`src/hw/rtl/tmlc_pkg.sv`:
```
// ----------------------------------------------------------------------------
// tmlc_pkg
// Shared types, constants and helper functions of the texture layout calculator.
// ----------------------------------------------------------------------------
package tmlc_pkg;

  localparam int MAX_LEVELS_DEF = 16;

  localparam int LVL_W    = 4;
  localparam int FACE_W   = 3;
  localparam int SLICE_W  = 11;
  localparam int DIM_W    = 15;
  localparam int DEPTH_W  = 12;
  localparam int COUNT_W  = 5;
  localparam int CODE_W   = 3;
  localparam int BPP_W    = 5;
  localparam int BYTES_W  = 32;
  localparam int LVL_SPAN = 1 << LVL_W;
  localparam int SHIFT_W  = 6;

  localparam int CFG_IDX_W  = 3;
  localparam int CFG_DATA_W = 15;

  localparam logic [CODE_W-1:0]  DATA_BLOCK = 3'd5;
  localparam logic [CODE_W-1:0]  LAYOUT_BGR = 3'd6;
  localparam logic [DEPTH_W-1:0] CUBE_FACES = 12'd6;

  localparam logic [BYTES_W-1:0] RECIP6       = 32'hAAAA_AAAB;
  localparam int                 RECIP6_SHIFT = 34;

  typedef enum logic [1:0] {
    KIND_2D      = 2'd0,
    KIND_3D      = 2'd1,
    KIND_CUBE    = 2'd2,
    KIND_INVALID = 2'd3
  } tex_kind_t;

  typedef enum logic [CFG_IDX_W-1:0] {
    REG_BASE_WIDTH     = 3'd0,
    REG_BASE_HEIGHT    = 3'd1,
    REG_BASE_DEPTH     = 3'd2,
    REG_LEVEL_COUNT    = 3'd3,
    REG_DATA_KIND      = 3'd4,
    REG_CHANNEL_LAYOUT = 3'd5
  } reg_idx_t;

  typedef struct packed {
    logic [DIM_W-1:0]   base_width;
    logic [DIM_W-1:0]   base_height;
    logic [DEPTH_W-1:0] base_depth;
    logic [COUNT_W-1:0] level_count;
    logic [CODE_W-1:0]  data_kind;
    logic [CODE_W-1:0]  channel_layout;
  } cfg_t;

  typedef struct packed {
    logic start;
    logic lvl_a;
    logic lvl_b;
    logic fin_a;
    logic fin_b;
    logic emit;
  } dp_cmd_t;

  typedef struct packed {
    logic last_level;
  } dp_sts_t;

  // bytes per pixel, or per 4x4 block for compressed data
  function automatic logic [BPP_W-1:0] unit_bytes(input logic [CODE_W-1:0] kind,
                                                  input logic [CODE_W-1:0] layout);
    logic [BPP_W-1:0] chan;
    logic [BPP_W-1:0] res;
    chan = layout[2] ? (layout[0] ? 5'd4 : 5'd3) : (layout[0] ? 5'd2 : 5'd1);
    case (kind)
      3'd0: res = chan;
      3'd1: res = chan << 1;
      3'd2: res = chan << 2;
      3'd3: res = chan << 1;
      3'd4: res = chan << 2;
      3'd5: res = (layout >= LAYOUT_BGR) ? 5'd0 : (layout[0] ? 5'd16 : 5'd8);
      default: res = '0;
    endcase
    return res;
  endfunction

  // dimension at a mip level, floored at one
  function automatic logic [DIM_W-1:0] shrink(input logic [DIM_W-1:0] base,
                                              input logic [SHIFT_W-1:0] sh);
    logic [DIM_W-1:0] r;
    r = base >> sh;
    return (r == '0) ? DIM_W'(1) : r;
  endfunction

endpackage

```
`src/hw/rtl/tmlc_cfg_if.sv`:
```
// ----------------------------------------------------------------------------
// tmlc_cfg_if
// Configuration write channel: register index and write data.
// ----------------------------------------------------------------------------
interface tmlc_cfg_if;
  import tmlc_pkg::*;

  logic                  valid;
  logic                  ready;
  logic [CFG_IDX_W-1:0]  index;
  logic [CFG_DATA_W-1:0] data;

  modport source (output valid, output index, output data, input ready);
  modport sink   (input valid, input index, input data, output ready);
endinterface

```
`src/hw/rtl/tmlc_req_if.sv`:
```
// ----------------------------------------------------------------------------
// tmlc_req_if
// Request channel: mip level, cube face and slice of one query.
// ----------------------------------------------------------------------------
interface tmlc_req_if;
  import tmlc_pkg::*;

  logic               valid;
  logic               ready;
  logic [LVL_W-1:0]   level;
  logic [FACE_W-1:0]  cube_face;
  logic [SLICE_W-1:0] slice;

  modport source (output valid, output level, output cube_face, output slice, input ready);
  modport sink   (input valid, input level, input cube_face, input slice, output ready);
endinterface

```
`src/hw/rtl/tmlc_rsp_if.sv`:
```
// ----------------------------------------------------------------------------
// tmlc_rsp_if
// Response channel: texture kind, level dimensions, sizes and offsets.
// ----------------------------------------------------------------------------
interface tmlc_rsp_if;
  import tmlc_pkg::*;

  logic               valid;
  logic               ready;
  logic [1:0]         texture_kind;
  logic [DIM_W-1:0]   level_width;
  logic [DIM_W-1:0]   level_height;
  logic [DEPTH_W-1:0] level_depth;
  logic [BPP_W-1:0]   pixel_bytes;
  logic [BYTES_W-1:0] level_bytes;
  logic [BYTES_W-1:0] level_offset;
  logic [BYTES_W-1:0] image_bytes;
  logic [BYTES_W-1:0] face_offset;
  logic [BYTES_W-1:0] slice_offset;

  modport source (output valid, output texture_kind, output level_width,
                  output level_height, output level_depth, output pixel_bytes,
                  output level_bytes, output level_offset, output image_bytes,
                  output face_offset, output slice_offset, input ready);
  modport sink   (input valid, input texture_kind, input level_width,
                  input level_height, input level_depth, input pixel_bytes,
                  input level_bytes, input level_offset, input image_bytes,
                  input face_offset, input slice_offset, output ready);
endinterface

```
`src/hw/rtl/texture_mip_layout_calc.sv`:
```
// ----------------------------------------------------------------------------
// texture_mip_layout_calc
// Mipmapped texture layout calculator: level dimensions, sizes and byte offsets.
// ----------------------------------------------------------------------------
// One query is processed at a time. The level loop walks N levels, where N is
// the larger of the stored level count (clamped to MAX_LEVELS) and the
// requested level plus one. For each level it forms the size product in the
// LVL_A and LVL_B states (width times height beside bytes times depth, then
// their product); the slice and face offset multiplies follow the loop.
// The response sits in an output register, so a new query is taken while the
// previous response waits. Configuration writes are taken every cycle and must
// only be issued while no query is in flight.
module texture_mip_layout_calc #(
  parameter int MAX_LEVELS = tmlc_pkg::MAX_LEVELS_DEF
) (
  input  logic       clk,
  input  logic       rst,
  tmlc_cfg_if.sink   cfg,
  tmlc_req_if.sink   req,
  tmlc_rsp_if.source rsp
);
  import tmlc_pkg::*;

  cfg_t    regs;
  dp_cmd_t cmd;
  dp_sts_t sts;

  tmlc_cfg_regs u_cfg_regs (
    .clk  (clk),
    .rst  (rst),
    .cfg  (cfg),
    .regs (regs)
  );

  tmlc_ctrl u_ctrl (
    .clk       (clk),
    .rst       (rst),
    .in_valid  (req.valid),
    .in_ready  (req.ready),
    .out_valid (rsp.valid),
    .out_ready (rsp.ready),
    .cmd       (cmd),
    .sts       (sts)
  );

  tmlc_datapath #(
    .MAX_LEVELS (MAX_LEVELS)
  ) u_datapath (
    .clk          (clk),
    .cfg          (regs),
    .cmd          (cmd),
    .sts          (sts),
    .level        (req.level),
    .cube_face    (req.cube_face),
    .slice        (req.slice),
    .texture_kind (rsp.texture_kind),
    .level_width  (rsp.level_width),
    .level_height (rsp.level_height),
    .level_depth  (rsp.level_depth),
    .pixel_bytes  (rsp.pixel_bytes),
    .level_bytes  (rsp.level_bytes),
    .level_offset (rsp.level_offset),
    .image_bytes  (rsp.image_bytes),
    .face_offset  (rsp.face_offset),
    .slice_offset (rsp.slice_offset)
  );
endmodule

```
`src/hw/rtl/tmlc_cfg_regs.sv`:
```
// ----------------------------------------------------------------------------
// tmlc_cfg_regs
// Configuration register file, written through the configuration channel.
// ----------------------------------------------------------------------------
module tmlc_cfg_regs (
  input  logic          clk,
  input  logic          rst,
  tmlc_cfg_if.sink      cfg,
  output tmlc_pkg::cfg_t regs
);
  import tmlc_pkg::*;

  assign cfg.ready = 1'b1;

  always_ff @(posedge clk) begin
    if (rst) begin
      regs.base_width     <= DIM_W'(1);
      regs.base_height    <= DIM_W'(1);
      regs.base_depth     <= DEPTH_W'(1);
      regs.level_count    <= COUNT_W'(1);
      regs.data_kind      <= '0;
      regs.channel_layout <= '0;
    end else if (cfg.valid) begin
      case (reg_idx_t'(cfg.index))
        REG_BASE_WIDTH:     regs.base_width     <= cfg.data[DIM_W-1:0];
        REG_BASE_HEIGHT:    regs.base_height    <= cfg.data[DIM_W-1:0];
        REG_BASE_DEPTH:     regs.base_depth     <= cfg.data[DEPTH_W-1:0];
        REG_LEVEL_COUNT:    regs.level_count    <= cfg.data[COUNT_W-1:0];
        REG_DATA_KIND:      regs.data_kind      <= cfg.data[CODE_W-1:0];
        REG_CHANNEL_LAYOUT: regs.channel_layout <= cfg.data[CODE_W-1:0];
        default: ;
      endcase
    end
  end
endmodule

```
`src/hw/rtl/tmlc_ctrl.sv`:
```
// ----------------------------------------------------------------------------
// tmlc_ctrl
// Sequencer: walks the mip levels, runs the final products, hands off the result.
// ----------------------------------------------------------------------------
module tmlc_ctrl (
  input  logic              clk,
  input  logic              rst,
  input  logic              in_valid,
  output logic              in_ready,
  output logic              out_valid,
  input  logic              out_ready,
  output tmlc_pkg::dp_cmd_t cmd,
  input  tmlc_pkg::dp_sts_t sts
);
  import tmlc_pkg::*;

  typedef enum logic [2:0] {
    IDLE,
    LVL_A,
    LVL_B,
    FIN_A,
    FIN_B,
    EMIT
  } state_t;

  state_t state;
  logic   out_free;

  assign in_ready = (state == IDLE);
  assign out_free = !out_valid || out_ready;

  always_comb begin
    cmd       = '0;
    cmd.start = in_valid && (state == IDLE);
    cmd.lvl_a = (state == LVL_A);
    cmd.lvl_b = (state == LVL_B);
    cmd.fin_a = (state == FIN_A);
    cmd.fin_b = (state == FIN_B);
    cmd.emit  = (state == EMIT) && out_free;
  end

  always_ff @(posedge clk) begin
    if (rst) begin
      state     <= IDLE;
      out_valid <= 1'b0;
    end else begin
      if (cmd.emit) begin
        out_valid <= 1'b1;
      end else if (out_ready) begin
        out_valid <= 1'b0;
      end
      case (state)
        IDLE: begin
          if (in_valid) begin
            state <= LVL_A;
          end
        end
        LVL_A: state <= LVL_B;
        LVL_B: state <= sts.last_level ? FIN_A : LVL_A;
        FIN_A: state <= FIN_B;
        FIN_B: state <= EMIT;
        EMIT: begin
          if (out_free) begin
            state <= IDLE;
          end
        end
        default: state <= IDLE;
      endcase
    end
  end
endmodule

```
`src/hw/rtl/tmlc_datapath.sv`:
```
// ----------------------------------------------------------------------------
// tmlc_datapath
// Level size products, offset accumulators, slice and face offsets, result register.
// ----------------------------------------------------------------------------
module tmlc_datapath #(
  parameter int MAX_LEVELS = tmlc_pkg::MAX_LEVELS_DEF
) (
  input  logic                          clk,
  input  tmlc_pkg::cfg_t                cfg,
  input  tmlc_pkg::dp_cmd_t             cmd,
  output tmlc_pkg::dp_sts_t             sts,
  input  logic [tmlc_pkg::LVL_W-1:0]    level,
  input  logic [tmlc_pkg::FACE_W-1:0]   cube_face,
  input  logic [tmlc_pkg::SLICE_W-1:0]  slice,
  output logic [1:0]                    texture_kind,
  output logic [tmlc_pkg::DIM_W-1:0]    level_width,
  output logic [tmlc_pkg::DIM_W-1:0]    level_height,
  output logic [tmlc_pkg::DEPTH_W-1:0]  level_depth,
  output logic [tmlc_pkg::BPP_W-1:0]    pixel_bytes,
  output logic [tmlc_pkg::BYTES_W-1:0]  level_bytes,
  output logic [tmlc_pkg::BYTES_W-1:0]  level_offset,
  output logic [tmlc_pkg::BYTES_W-1:0]  image_bytes,
  output logic [tmlc_pkg::BYTES_W-1:0]  face_offset,
  output logic [tmlc_pkg::BYTES_W-1:0]  slice_offset
);
  import tmlc_pkg::*;

  localparam int LOOP_MAX = (MAX_LEVELS > LVL_SPAN) ? MAX_LEVELS : LVL_SPAN;
  localparam int CNT_W    = $clog2(LOOP_MAX + 1);
  localparam int WH_W     = 2 * DIM_W;
  localparam int FD_W     = BPP_W + DEPTH_W;

  tex_kind_t          kind;
  logic [BPP_W-1:0]   ub;
  logic [BPP_W-1:0]   pix;
  logic               blk;
  logic [DIM_W-1:0]   w_i;
  logic [DIM_W-1:0]   h_i;
  logic [DEPTH_W-1:0] d_i;
  logic [DIM_W:0]     w_pad;
  logic [DIM_W:0]     h_pad;
  logic [DIM_W-1:0]   wx;
  logic [DIM_W-1:0]   hx;
  logic [DEPTH_W-1:0] d_eff;
  logic [CNT_W-1:0]   lim_next;
  logic [CNT_W-1:0]   lv_ext;
  logic [WH_W+FD_W-1:0]        size_full;
  logic [BYTES_W-1:0]          size;
  logic [WH_W+BPP_W-1:0]       sp1_full;
  logic [BYTES_W+SLICE_W-1:0]  sprod_full;
  logic [BYTES_W+FACE_W-1:0]   fmul_full;
  logic [2*BYTES_W-1:0]        fq_full;

  logic [CNT_W-1:0]   idx;
  logic [CNT_W-1:0]   lim;
  logic [CNT_W-1:0]   n_last;
  logic [LVL_W-1:0]   lv;
  logic [FACE_W-1:0]  face;
  logic [SLICE_W-1:0] slc;
  logic [WH_W-1:0]    wh;
  logic [FD_W-1:0]    fd;
  logic [WH_W-1:0]    whcap;
  logic [BYTES_W-1:0] loff;
  logic [BYTES_W-1:0] img;
  logic [BYTES_W-1:0] lbytes;
  logic [BYTES_W-1:0] sp1;
  logic [BYTES_W-1:0] fsum;
  logic [BYTES_W-1:0] sprod;
  logic [BYTES_W-1:0] fq;

  always_comb begin
    if (cfg.data_kind > DATA_BLOCK) begin
      kind = KIND_INVALID;
    end else if (cfg.data_kind == DATA_BLOCK && cfg.channel_layout >= LAYOUT_BGR) begin
      kind = KIND_INVALID;
    end else if (cfg.base_depth == '0 && cfg.base_width == cfg.base_height) begin
      kind = KIND_CUBE;
    end else if (cfg.base_depth > DEPTH_W'(1)) begin
      kind = KIND_3D;
    end else if (cfg.base_depth == DEPTH_W'(1)) begin
      kind = KIND_2D;
    end else begin
      kind = KIND_INVALID;
    end
  end

  assign ub  = unit_bytes(cfg.data_kind, cfg.channel_layout);
  assign blk = (cfg.data_kind == DATA_BLOCK);
  assign pix = (cfg.data_kind < DATA_BLOCK) ? ub : '0;

  // dimensions of the level under the loop index
  assign w_i   = shrink(cfg.base_width, SHIFT_W'(idx));
  assign h_i   = shrink(cfg.base_height, SHIFT_W'(idx));
  assign d_i   = DEPTH_W'(shrink(DIM_W'(cfg.base_depth), SHIFT_W'(idx)));
  assign w_pad = {1'b0, w_i} + (DIM_W+1)'(3);
  assign h_pad = {1'b0, h_i} + (DIM_W+1)'(3);
  assign wx    = blk ? w_pad[DIM_W:2] : w_i;
  assign hx    = blk ? h_pad[DIM_W:2] : h_i;
  assign d_eff = (kind == KIND_CUBE) ? CUBE_FACES : d_i;

  assign size_full = {{FD_W{1'b0}}, wh} * {{WH_W{1'b0}}, fd};
  assign size      = size_full[BYTES_W-1:0];

  // stored level count clamped to the supported maximum
  always_comb begin
    if (32'(cfg.level_count) > 32'(MAX_LEVELS)) begin
      lim_next = CNT_W'(MAX_LEVELS);
    end else begin
      lim_next = CNT_W'(cfg.level_count);
    end
  end

  assign lv_ext          = CNT_W'(lv);
  assign sts.last_level  = (idx == n_last);

  assign sp1_full   = {{BPP_W{1'b0}}, whcap} * {{WH_W{1'b0}}, pix};
  assign fmul_full  = {{FACE_W{1'b0}}, img} * {{BYTES_W{1'b0}}, face};
  assign sprod_full = {{SLICE_W{1'b0}}, sp1} * {{BYTES_W{1'b0}}, slc};
  assign fq_full    = {{BYTES_W{1'b0}}, fsum} * {{BYTES_W{1'b0}}, RECIP6};

  always_ff @(posedge clk) begin
    if (cmd.start) begin
      lv     <= level;
      face   <= cube_face;
      slc    <= slice;
      lim    <= lim_next;
      n_last <= (lim_next > CNT_W'(level)) ? (lim_next - CNT_W'(1)) : CNT_W'(level);
      idx    <= '0;
      loff   <= '0;
      img    <= '0;
      lbytes <= '0;
      whcap  <= '0;
    end
    if (cmd.lvl_a) begin
      wh <= {{DIM_W{1'b0}}, wx} * {{DIM_W{1'b0}}, hx};
      fd <= {{DEPTH_W{1'b0}}, ub} * {{BPP_W{1'b0}}, d_eff};
    end
    if (cmd.lvl_b) begin
      if (idx < lim) begin
        img <= img + size;
        if (idx < lv_ext) begin
          loff <= loff + size;
        end
      end
      if (idx == lv_ext) begin
        lbytes <= size;
        whcap  <= wh;
      end
      idx <= idx + CNT_W'(1);
    end
    if (cmd.fin_a) begin
      sp1  <= sp1_full[BYTES_W-1:0];
      fsum <= fmul_full[BYTES_W-1:0] + loff;
    end
    if (cmd.fin_b) begin
      sprod <= sprod_full[BYTES_W-1:0];
      fq    <= BYTES_W'(fq_full[2*BYTES_W-1:RECIP6_SHIFT]);
    end
    if (cmd.emit) begin
      texture_kind <= kind;
      level_width  <= shrink(cfg.base_width, SHIFT_W'(lv));
      level_height <= shrink(cfg.base_height, SHIFT_W'(lv));
      level_depth  <= DEPTH_W'(shrink(DIM_W'(cfg.base_depth), SHIFT_W'(lv)));
      pixel_bytes  <= pix;
      level_bytes  <= lbytes;
      level_offset <= loff;
      image_bytes  <= img;
      face_offset  <= (kind == KIND_CUBE) ? fq : '0;
      slice_offset <= (kind == KIND_3D) ? (loff + sprod) : '0;
    end
  end
endmodule

```
`src/flat_wrapper.sv`:
```
// flat-port wrapper written by rule: the top's interface ports become plain ports
module texture_mip_layout_calc_flat import tmlc_pkg::*;
#(
  parameter int MAX_LEVELS = tmlc_pkg::MAX_LEVELS_DEF
)
  (clk, rst, cfg_valid, cfg_index, cfg_data, cfg_ready, req_valid, req_level, req_cube_face, req_slice, req_ready, rsp_valid, rsp_texture_kind, rsp_level_width, rsp_level_height, rsp_level_depth, rsp_pixel_bytes, rsp_level_bytes, rsp_level_offset, rsp_image_bytes, rsp_face_offset, rsp_slice_offset, rsp_ready);
  tmlc_cfg_if cfg_i ();
  tmlc_req_if req_i ();
  tmlc_rsp_if rsp_i ();
  input  logic clk;
  input  logic rst;
  input wire logic [$bits(cfg_i.valid)-1:0] cfg_valid;
  input wire logic [$bits(cfg_i.index)-1:0] cfg_index;
  input wire logic [$bits(cfg_i.data)-1:0] cfg_data;
  output wire logic [$bits(cfg_i.ready)-1:0] cfg_ready;
  input wire logic [$bits(req_i.valid)-1:0] req_valid;
  input wire logic [$bits(req_i.level)-1:0] req_level;
  input wire logic [$bits(req_i.cube_face)-1:0] req_cube_face;
  input wire logic [$bits(req_i.slice)-1:0] req_slice;
  output wire logic [$bits(req_i.ready)-1:0] req_ready;
  output wire logic [$bits(rsp_i.valid)-1:0] rsp_valid;
  output wire logic [$bits(rsp_i.texture_kind)-1:0] rsp_texture_kind;
  output wire logic [$bits(rsp_i.level_width)-1:0] rsp_level_width;
  output wire logic [$bits(rsp_i.level_height)-1:0] rsp_level_height;
  output wire logic [$bits(rsp_i.level_depth)-1:0] rsp_level_depth;
  output wire logic [$bits(rsp_i.pixel_bytes)-1:0] rsp_pixel_bytes;
  output wire logic [$bits(rsp_i.level_bytes)-1:0] rsp_level_bytes;
  output wire logic [$bits(rsp_i.level_offset)-1:0] rsp_level_offset;
  output wire logic [$bits(rsp_i.image_bytes)-1:0] rsp_image_bytes;
  output wire logic [$bits(rsp_i.face_offset)-1:0] rsp_face_offset;
  output wire logic [$bits(rsp_i.slice_offset)-1:0] rsp_slice_offset;
  input wire logic [$bits(rsp_i.ready)-1:0] rsp_ready;
  assign cfg_i.valid = cfg_valid;
  assign cfg_i.index = cfg_index;
  assign cfg_i.data = cfg_data;
  assign cfg_ready = cfg_i.ready;
  assign req_i.valid = req_valid;
  assign req_i.level = req_level;
  assign req_i.cube_face = req_cube_face;
  assign req_i.slice = req_slice;
  assign req_ready = req_i.ready;
  assign rsp_valid = rsp_i.valid;
  assign rsp_texture_kind = rsp_i.texture_kind;
  assign rsp_level_width = rsp_i.level_width;
  assign rsp_level_height = rsp_i.level_height;
  assign rsp_level_depth = rsp_i.level_depth;
  assign rsp_pixel_bytes = rsp_i.pixel_bytes;
  assign rsp_level_bytes = rsp_i.level_bytes;
  assign rsp_level_offset = rsp_i.level_offset;
  assign rsp_image_bytes = rsp_i.image_bytes;
  assign rsp_face_offset = rsp_i.face_offset;
  assign rsp_slice_offset = rsp_i.slice_offset;
  assign rsp_i.ready = rsp_ready;
  texture_mip_layout_calc #(.MAX_LEVELS(MAX_LEVELS)) u_core (.clk(clk), .rst(rst), .cfg(cfg_i), .req(req_i), .rsp(rsp_i));
endmodule
```
`config.mk`:
```
export PLATFORM = sky130hd
export DESIGN_NAME = texture_mip_layout_calc_flat
export DESIGN_NICKNAME = d
export VERILOG_FILES = /design/src/hw/rtl/tmlc_pkg.sv /design/src/hw/rtl/tmlc_cfg_if.sv /design/src/hw/rtl/tmlc_req_if.sv /design/src/hw/rtl/tmlc_rsp_if.sv /design/src/hw/rtl/texture_mip_layout_calc.sv /design/src/hw/rtl/tmlc_cfg_regs.sv /design/src/hw/rtl/tmlc_ctrl.sv /design/src/hw/rtl/tmlc_datapath.sv /design/src/flat_wrapper.sv
export SDC_FILE = /design/constraint.sdc
export NUM_CORES = 2
export LEC_CHECK = 0
export BUFFER_PORTS_ARGS = -buffer_cell sky130_fd_sc_hd__buf_2
export CAP_MARGIN = 20
export CORE_MARGIN = 4
export CORE_UTILIZATION = 60
export CTS_CLUSTER_DIAMETER = 100
export DETAILED_ROUTE_END_ITERATION = 12
export GPL_TIMING_DRIVEN = 1
export PLACE_DENSITY = 0.81
export SYNTH_ARGS = -nofsm -noshare
export SYNTH_HDL_FRONTEND = slang
export SYNTH_SLANG_ARGS = --single-unit
```
`constraint.sdc`:
```
create_clock -name clk -period 13.4 [get_ports clk]
set_input_delay 0.67 -clock clk [delete_from_list [all_inputs] [get_ports clk]]
set_output_delay 0.67 -clock clk [all_outputs]
set_load 0.05 [all_outputs]
```
==> metrics.yaml <==
worst_setup_path:
  cp-start-kind: "register"
  slowest_stage: "edfxtp_1"
  crit_required_ns: 13.83
  crit_path_max_fanout: 39
  critPathKind: "register to register"
  crit_arrival_ns: 12.46
  crit_path_max_incr_delay_ns: 0.96
  endpoint_kind: "register"
  timing.critical_path.mode_cell: "fa_1"
placed_design:
  portBuffers: 249
  hpwl_mm: 170.1
  placed_area_sq_um: 82890
  gp_congestion: 1.009
grt:
  grt_pass1_vias: 63880
  grt.overflow.total: 0
  antenna_found_initial: 4
  grt_max_degree: 79
  grt_pass1_wl_mm: 340.2
  grt_util_all_layers: 0.3062
routing:
  first_iter_violations: 5428
  dr.pass1.iters: 6
  drc_errors: 0
  detail_route.wl_per_cell_um: 20.57
  ant_nets: 0
  routed_wl_mm: 211.6
  num_vias: 60710
  via_per_inst: 5.901
die:
  fp.dieH_um: 373.3
  die_area_sq_um: 139400
  ios: 253
  die_w_um: 373.3
  fp.coreArea_sq_um: 132000
  start_util: 0.6068
  rows: 133
final_layout:
  area_delta_synth_final_pct: 6.902
  finalInstanceArea_sq_um: 85600
  fin_nets: 10530
  drive_gt1_frac: 0.06528
logic_synthesis:
  synth_edf_count: 413
  synth.largest_area_cell: "fa_1"
  syn_inst: 8393
  ys_seq_area_frac: 0.2006
  synth_cell_types: 84
  syn-cell-area_sq_um: 80070
  synth_area_leaders: "fa_1, edfxtp_1, ha_1"
  synth_area_per_cell_sq_um: 9.540
  synth_top_area_share: 0.3168
  ys.flop_type: "edfxtp_1"
  yosysWarnings: 0
  ys_ff_latch: 596
  synthArstFlopShare: 0
clocking:
  path_clk_slew_ns: 0.07
  cts_root_buffer: "clkbuf_16"
  cts_tree: "yes"
  cts_buffers: 70
  clock-sinks: 596
  cts_buffer_depth: 3
  htree_levels: 3
  clock_latency_ns: 0.72
  hold_buffers: 0
  cts_resized: 0
  post-cts-setup-buffer-count: 0
sta:
  fmax_ghz: 0.08312
  tightest_slew_ns: 1.171
  setup_tns_ns: 0
  setup_viol: 0
  period_needed_ns: 12.03
  fin_skew_ns: 0.06703
  maxSlewHeadroom: 0.2135
  finalMaxSlewViolations: 0
  hold_viol_final: 0
  period_share: 0.8978
  rsz0062_at_grt: "false"
outcome:
  status: "complete, no violations"
min_path:
  hp-class: "input port to register"
job:
  cap_violations: 0
cell usage after synthesis, types with 44 or more instances:
master and instances:
inv_1 1484, fa_1 1267, nand2_1 1177, ha_1 748, edfxtp_1 413, nor2_1 384
and2_1 367, a21oi_1 312, clkbuf_1 285, o21ai_0 222, xnor2_1 220, nand3_1 194
dfxtp_1 183, a21o_1 141, xor2_1 112, nor3_1 71, mux2i_1 62, nor2b_1 59
o21a_1 51, o21bai_1 48, a31oi_1 45, and3_1 44
metal layers:
metal / share of wire / vias to the layer above / track usage
li1: - / 26990 / -
met1: 0.39 / 30270 / 0.4005
met2: 0.47 / 2838 / 0.5039
met3: 0.088 / 609 / 0.05474
met4: 0.051 / 2 / 0.1334
met5: 0.000061 / - / 0
worst max-delay path, delay by kind of cell, from the launching register on:
family	cells	cell delay, ns
simple gates	7	2.25
xor+xnor	1	0.13
mux	1	0.39
flops	1	0.96
buf+inv	4	0.70
compound gates	13	3.87
fa+ha+maj	7	3.42
registers in the layout (all words and copies together), names as in the netlist, 17 cells and up:
name	cells
u_core.u_cfg_regs.regs	53
u_core.u_datapath.face_offset	30
u_core.u_datapath.fd	17
u_core.u_datapath.fq	30
u_core.u_datapath.fsum	32
u_core.u_datapath.image_bytes	32
u_core.u_datapath.img	32
u_core.u_datapath.lbytes	32
u_core.u_datapath.level_bytes	32
u_core.u_datapath.level_offset	32
u_core.u_datapath.loff	32
u_core.u_datapath.slice_offset	32
u_core.u_datapath.sp1	32
u_core.u_datapath.sprod	32
u_core.u_datapath.wh	30
u_core.u_datapath.whcap	30
layout by cell type (no fill, tap or decap), drive strengths merged, types with 27 or more instances in the layout:
master / Yosys / layout
nand2b: 43 / 43
a211oi: 43 / 43
mux4: 29 / 29
xor2: 112 / 112
mux2i: 62 / 62
buf: 36 / 330
xnor2: 220 / 220
clkbuf: 286 / 91
edfxtp: 413 / 413
a31oi: 45 / 45
inv: 1485 / 1487
o21a: 51 / 51
nor2b: 59 / 59
nand2: 1177 / 1177
fa: 1267 / 1267
o21bai: 48 / 48
and3: 44 / 44
a21o: 141 / 141
and2: 368 / 368
dfxtp: 183 / 183
nor2: 384 / 384
o21ai: 226 / 226
nand4: 30 / 30
a21oi: 312 / 312
o22ai: 27 / 27
nand3: 194 / 194
nor3: 72 / 72
ha: 748 / 748
area by class of cell:
type / count / area (sq um)
clock inverter: 39 / 635.6
antenna: 1 / 2.502
timing repair buffer: 330 / 1932
multi-input combinational: 5990 / 57250
sequential: 596 / 16070
fill: 10210 / 46360
inverter: 1486 / 5578
tap: 1755 / 2196
clock buffer: 91 / 1943
worst paths after layout:
check	startpoint	end	slack, ns	cells past startpoint
worst min-delay path	req_cube_face[2]	u_core.u_datapath.face[2]	0.15	1
worst max register to register	u_core.u_datapath.idx[1]	u_core.u_datapath.wh[28]	1.37	33
worst min register to register	u_core.u_datapath.lbytes[29]	u_core.u_datapath.level_bytes[29]	0.43	0
worst max-delay path	u_core.u_datapath.idx[1]	u_core.u_datapath.wh[28]	1.37	33
stage by stage:
step | cells | util | hold slack [ns] | worst slack [ns]
after floorplan | 8394 | - | 0.4001 | 3.336
after global placement | 10150 | 0.6281 | 0.4127 | 1.859
after detailed placement | 10150 | 0.6281 | 0.4178 | 1.684
after CTS | 10280 | 0.6477 | 0.1024 | 1.590
after global routing | 10290 | 0.6487 | 0.1177 | 0.5952
final | 10290 | 0.6487 | 0.1478 | 1.369
cells by family (layout without fill, tap and decap cells):
kind of cell | Yosys count | in the layout | synth area share
other | 2 | 4 | 0.00009379
AND/OR/NAND/NOR | 2475 | 2475 | 0.1417
XOR/XNOR | 332 | 332 | 0.03631
multiplexers | 116 | 116 | 0.01942
adder cells (fa/ha/maj) | 2015 | 2015 | 0.4337
flip-flops | 596 | 596 | 0.2006
buffers and inverters | 1808 | 1946 | 0.08546
AO/OA/AOI/OAI | 1049 | 1049 | 0.08272
Power is not shown: default switching activity piles up to over one toggle a cycle in this logic, so the estimate is an artifact.
